--- src/sem_pkg.sv ---
// Shared types and constants for the Sobel edge magnitude unit.
// No dependencies; used by sem_lane and the top level.
`default_nettype none
package sem_pkg;
    localparam int MAX_WIDTH  = 1024;
    localparam int MAX_HEIGHT = 4096;
    localparam int COL_W      = $clog2(MAX_WIDTH);
    localparam int WID_W      = 11;
    localparam int HGT_W      = 13;
    localparam int ROW_W      = $clog2(MAX_HEIGHT) + 1;
    localparam int CFG_W      = 13;
    localparam int PIX_W      = 24;
    localparam int LANES      = 3;
    localparam int ROOT_STEPS = 8;
    localparam int SUM_W      = 22;

    localparam logic CFG_FRAME_WIDTH  = 1'b0;
    localparam logic CFG_FRAME_HEIGHT = 1'b1;

    localparam logic MODE_PIXEL = 1'b0;

    typedef logic [8:0][7:0] t_chan_win;

    typedef struct packed {
        logic       load_grad;
        logic       load_sq;
        logic       step;
        logic [2:0] bit_idx;
    } t_lane_ctl;

    typedef enum logic [2:0] {
        ST_IDLE,
        ST_READ,
        ST_GRAD,
        ST_SQ,
        ST_ROOT,
        ST_DONE
    } t_state;
endpackage
`default_nettype wire

--- src/sem_lane.sv ---
// One colour lane: Sobel gradients, squared sum and an 8-step rounded root.
// Depends on sem_pkg.
`default_nettype none
module sem_lane (
    input  wire logic                 i_clk,
    input  wire sem_pkg::t_lane_ctl   i_ctl,
    input  wire sem_pkg::t_chan_win   i_win,
    input  wire logic [8:0]           i_keep,
    output logic [7:0]                o_edge
);
    localparam int SUM_W = sem_pkg::SUM_W;

    logic signed [11:0]               r_gx, r_gy;
    logic [sem_pkg::SUM_W-1:0]        r_s;
    logic [7:0]                       r_t;
    logic signed [11:0]               v [9];
    logic signed [11:0]               n_gx, n_gy;
    logic [23:0]                      sq_x, sq_y;
    logic [7:0]                       cand;
    logic [16:0]                      prod;

    always_comb begin
        for (int k = 0; k < 9; k++) begin
            v[k] = i_keep[k] ? $signed({4'b0, i_win[k]}) : 12'sd0;
        end
        n_gx = (v[2] - v[0]) + 12'sd2 * (v[5] - v[3]) + (v[8] - v[6]);
        n_gy = (v[6] - v[0]) + 12'sd2 * (v[7] - v[1]) + (v[8] - v[2]);
        sq_x = 24'(24'(r_gx) * 24'(r_gx));
        sq_y = 24'(24'(r_gy) * 24'(r_gy));
        cand = r_t | 8'(1 << i_ctl.bit_idx);
        prod = 17'({9'b0, cand} * ({1'b0, cand} + 9'd1));
    end

    always_ff @(posedge i_clk) begin
        if (i_ctl.load_grad) begin
            r_gx <= n_gx;
            r_gy <= n_gy;
        end
        if (i_ctl.load_sq) begin
            r_s <= SUM_W'({1'b0, sq_x} + {1'b0, sq_y});
            r_t <= 8'd0;
        end
        // keep the candidate bit while cand*(cand+1) stays below the sum
        if (i_ctl.step && ({5'b0, prod} < r_s)) begin
            r_t <= cand;
        end
    end

    always_comb begin
        if (r_s > SUM_W'(65280)) begin
            o_edge = 8'd255;
        end else if (r_s == '0) begin
            o_edge = 8'd0;
        end else begin
            o_edge = r_t + 8'd1;
        end
    end
endmodule
`default_nettype wire

--- config.mk ---
export PLATFORM = sky130hd
export DESIGN_NAME = sem_lane
export DESIGN_NICKNAME = d
export VERILOG_FILES = /design/src/sem_pkg.sv /design/src/sem_lane.sv
export SDC_FILE = /design/constraint.sdc
export NUM_CORES = 1
export LEC_CHECK = 0
export ABC_AREA = 1
export BUFFER_PORTS_ARGS = -buffer_cell sky130_fd_sc_hd__buf_2
export CORE_AREA = 5 5 216 218
export CTS_BUF_LIST = sky130_fd_sc_hd__clkbuf_2 sky130_fd_sc_hd__clkbuf_4 sky130_fd_sc_hd__clkbuf_8
export DETAILED_ROUTE_END_ITERATION = 12
export DIE_AREA = 0 0 221 223
export PLACE_DENSITY_LB_ADDON = 0.2
export SYNTH_ARGS = -nofsm -noshare
export SYNTH_HDL_FRONTEND = slang
export SYNTH_SLANG_ARGS = --single-unit
--- constraint.sdc ---
create_clock -name i_clk -period 14.3 [get_ports i_clk]
set_clock_uncertainty 0.2 [all_clocks]
set_input_delay 2.145 -clock i_clk [delete_from_list [all_inputs] [get_ports i_clk]]
set_output_delay 2.145 -clock i_clk [all_outputs]
set_load 0.01 [all_outputs]
Yosys cells after proc, flatten, opt, wreduce, memory -nomap -nowiden. Cells that the tools add are included.

Bits in registers: 54. Word-level logic and storage cells: 39. Output and inout bits: 8. Input bits: 88.

Add/sub/neg operators: 13. Bitwise logic cells: 1. Order comparisons: 2. Reductions and logical operators: 3. Muxes and demuxes: 12. Multiply operators: 3. Shift-type cells: 1.

Operator list (count): 8-bit two-way mux (12); 8-bit by 8-bit subtractor with 9-bit output (6); 12-bit by 12-bit multiplier with 22-bit output (2); 11-bit by 9-bit adder with 12-bit output (2); 22-bit adder (1); 9-bit by 10-bit adder with 11-bit output (2); 22-bit by 16-bit > comparator with 1-bit output (second input constant) (1); 22-bit zero test (1); 17-bit by 22-bit less-than comparator with 1-bit output (1); 8-bit by 9-bit multiplier with 17-bit output (1); 8-bit by 1-bit adder with 9-bit output (second input constant) (1); 8-bit by 1-bit adder with 8-bit output (second input constant) (1); 8-bit bitwise OR (1); 1-bit by 3-bit << shifter with 8-bit output (first input constant) (1); 2-bit nonzero test (1); 1-bit logical AND (1).

Depth between registers and ports, before layout.
Word-level depth: 7. Mapped depth: 31. Gate-level depth less buffers: 31.

Worst setup path after synthesis. Ideal clock, no wire load.

Kind: input port to flip-flop. Start point: input i_ctl[2] (netlist name). End point: register r_t[0], enable pin. Data required time: 13.771 ns. Slack: 5.909 ns. Setup time: 0.329 ns. Path buffers: 0. Arrival time: 7.862 ns. Cell stages on the path: 31. Cell sequence: inv_2 -> a31oi_1 -> inv_1 -> ha_1 -> nand2_4 -> nor3_4 -> inv_1 -> ha_1 -> nor2_1 -> fa_1 -> fa_1 -> fa_1 -> inv_1 -> fa_1 -> inv_1 -> ha_1 -> a21oi_1 -> o21ai_0 -> a21oi_1 -> nor2_1 -> nor2_1 -> xor2_1 -> inv_1 -> ha_1 -> a21oi_1 -> o21ai_0 -> nor2_1 -> nand2_1 -> nand2_1 -> nand2_1 -> nand2_1.

Cells in the longest elaborated chain, start to end: 7.

Ends and longest elaborated chain: start, declared (RTL line sem_lane.sv:6) `input wire sem_pkg::t_lane_ctl i_ctl,`; 1-bit by 3-bit << shifter with 8-bit output * (RTL line sem_lane.sv:30) `cand = r_t | 8'(1 << i_ctl.bit_idx);`; 8-bit bitwise OR * (RTL line sem_lane.sv:30); named net cand[0] (RTL line sem_lane.sv:19) `logic [7:0] cand;`; 8-bit by 1-bit adder with 9-bit output (RTL line sem_lane.sv:31) `prod = 17'({9'b0, cand} * ({1'b0, cand} + 9'd1));`; 8-bit by 9-bit multiplier with 17-bit output * (RTL line sem_lane.sv:31); 17-bit by 22-bit less-than comparator with 1-bit output * (RTL line sem_lane.sv:44) `if (i_ctl.step && ({5'b0, prod} < r_s)) begin`; 1-bit logical AND * (RTL line sem_lane.sv:44); 2-bit nonzero test (no source line) *; end signal, assigned (RTL line sem_lane.sv:45) `r_t <= cand;`; end, declared (RTL line sem_lane.sv:15) `logic [7:0] r_t;`.

The timed path passes the listed nets; every way through them passes the cells marked *. A chain may end at the register's enable or synchronous reset.

Worst setup path in the final report.
Start point: input i_ctl[2] (netlist name). End point: register r_t[3], enable pin.

The elaborated chain is that of the path after synthesis.

==> results.cfg <==
[worst_hold_path]
worstHoldStart = r_t[4]$_SDFFCE_PN0P_
hold_path_end = r_t[4]$_SDFFCE_PN0P_
hp-class = register to register
whs_path_depth = 2

[logic_synthesis]
yosysSeqAreaShare_pct = 9.247
ys_top_cells_by_area = fa_1 37%, ha_1 15%, inv_1 13%, edfxtp_1 9.2%, nand2_1 7.8%
mappedNetlistArea_um2 = 17540
syn_area_per_cell_um2 = 8.374
synth_nets = 2720
postSynthCellCount = 2094
ys_warn_count = 0
ys_ff_latch = 54
yosysUniqueCellTypes = 39
synth_top_cell_area_share_pct = 37.10
yosysTopAreaCell = fa_1

[routing]
drtPass1Iterations = 5
antenna_left = 0
wl_um = 37560
drt-vias-per-instance = 4.625
drcViolationCount = 0
routed-via-count = 12730
initialDrtViolationCount = 472
wl_per_cell_um = 13.65

[sta]
slew_violations = 0
fin_crit_ns = 9.050
hold_violations = 0
fin_crit_sh_pct = 63.29
fin_setup_tns_ns = 0
clock.fmax_mhz = 110.5
rsz0062_at_grt = no
relSlewSlack_pct = 49.19
tightest_slew_ns = 0.7622
setup_viol = 0

[layout]
drive_gt1_share_pct = 6.041
area_delta_synth_final_pct = 6.593
n_antenna_cell = 0
seq_area_um2 = 1622
fin_nets = 2778
fillCellCount = 4636
multi_input_area_um2 = 13460

[place]
dp.final_hpwl_um = 33770
io_buffers = 86
gp_congestion = 0.8429

[worst_setup_path]
reg2reg_setup_slack_ns = 6.91
crit_fanout = 13
slowest_stage = fa_1
slowest_delay_ns = 0.56
cp.arrival_ns = 8.89
r2r_start = r_t[0]$_SDFFCE_PN0P_
cp.required_ns = 14.14
reg2reg_to = r_t[3]$_SDFFCE_PN0P_
cp-end-kind = register
reg2reg_depth = 31
startpoint_type = primary input
path_class = primary input to register

[grt]
grt_usage_pct = 15.64
grt_max_degree = 25
grt_pass1_vias = 13680
antenna_found_initial = 0
grt-ovfl-total = 0
grt_pass1_wl_um = 64320

[clocking]
clk_pin_slew_ns = 0.11
insertion_delay_ns = 0.35
clockBufferDepth = 2
cts_resized = 0
root_buffer = clkbuf_8
cts_buffers = 5
htree_levels = 2
cts.hold.buffers_added = 0
cts_sinks = 54
cts_setup_buffers = 0
cts_tree = built

[floorplanning]
io_pins = 96
coreArea_um2 = 44700
initial_utilization_pct = 39.23
dieWidth_um = 221
die_area_um2 = 49280
rows = 78
die_h_um = 223

[flow_run]
cap_violations = 0

[outcome]
status = complete, no violations
final cells by class:
type | count | area share (%)
clock buffer | 5 | 0.3682
clock inverter | 2 | 0.1807
inverter | 617 | 12.39
multi-input combinational | 1386 | 71.99
sequential | 54 | 8.675
tap | 600 | 4.016
timing repair buffer | 88 | 2.383
layout by cell type (no fill, tap or decap), types with 2 or more instances in the layout:
cell and n:
a21o_1 19, a21oi_1 97, a31oi_1 4, a31oi_4 2, buf_2 86, buf_4 2, clkbuf_8 5, clkinv_1 2
edfxtp_1 54, fa_1 325, ha_1 213, inv_1 609, inv_2 7, nand2_1 365, nand2_2 2, nand2_4 2
nand3_1 54, nand3b_1 3, nand4_1 13, nor2_1 105, nor2_2 2, nor3_1 12, nor3_4 2, o2111ai_1 3
o211ai_1 4, o21a_1 2, o21ai_0 23, o21ai_2 3, o21bai_1 11, o311ai_0 3, o31ai_1 5, or2_2 14
xnor2_1 34, xor2_1 59
flip-flops by register name (all words and copies together) (netlist names):
register	count
r_s	22
r_gy	12
r_t	8
r_gx	12
routing by layer:
metal | wire (µm) | GRT usage [%] | vias to the layer above
met2 | 19860 | 29.94 | 187
met1 | 15990 | 19.45 | 6175
met4 | 524 | 2.761 | 0
li1 | - | - | 6339
met5 | 0 | 0 | -
met3 | 1182 | 1.289 | 27
metrics by stage:
stage / utilization, % / area [µm²] / hold slack, ns / setup slack, ns / cells
after detailed placement: 41.59 / 18590 / 0.6392 / 4.868 / 2745
final: 41.82 / 18690 / 0.6740 / 5.250 / 2752
after global placement: 41.59 / 18590 / 0.6393 / 4.881 / 2745
after floorplan: - / 17540 / 0.3874 / 5.909 / 2094
after CTS: 41.82 / 18690 / 0.6750 / 5.233 / 2752
after global routing: 41.82 / 18690 / 0.7051 / 4.670 / 2752
cell usage after synthesis (all sizes together):
library cell and count:
o2111ai 3, nand3b 3, xor2 59, a21o 19, a21oi 97, o31ai 5, inv 616, nand3 56
nor3 14, a31oi 6, o221ai 1, edfxtp 54, o21bai 11, buf 1, nor2 107, o211ai 4
clkbuf 36, nand4 13, o311ai 3, ha 213, o21a 2, o21ai 26, or2 14, fa 325
xnor2 34, clkinv 1, nor4 1, nand2 369, and3 1
critical path: cells and delay by family:
family	cells	cell delay, ns
XOR/XNOR	1	0.15
adder cells (fa/ha/maj)	8	3.46
AND/OR/NAND/NOR	12	1.70
buffers and inverters	8	0.83
AO/OA/AOI/OAI	4	0.59
cells by family after synthesis:
logic type,Yosys count,share of synthesized area (%)
AO/OA/AOI/OAI,177,6.065
flip-flops,54,9.247
AND/OR/NAND/NOR,578,13.72
buffers and inverters,654,14.02
XOR/XNOR,93,4.645
adder cells (fa/ha/maj),538,52.30
worst max-delay path by stage:
stage                     startpoint                    to  cells after the start
after floorplan             i_ctl[2]  r_t[0]$_SDFFCE_PN0P_                     31
after global placement      i_ctl[2]  r_t[0]$_SDFFCE_PN0P_                     33
after detailed placement    i_ctl[1]  r_t[0]$_SDFFCE_PN0P_                     33
after CTS                   i_ctl[1]  r_t[0]$_SDFFCE_PN0P_                     33
after global routing        i_ctl[2]  r_t[5]$_SDFFCE_PN0P_                     33
final                       i_ctl[2]  r_t[3]$_SDFFCE_PN0P_                     33
Power is left out: the tool's default activity adds up to more than one toggle a clock period on the data nets, which glitch-free logic cannot reach.
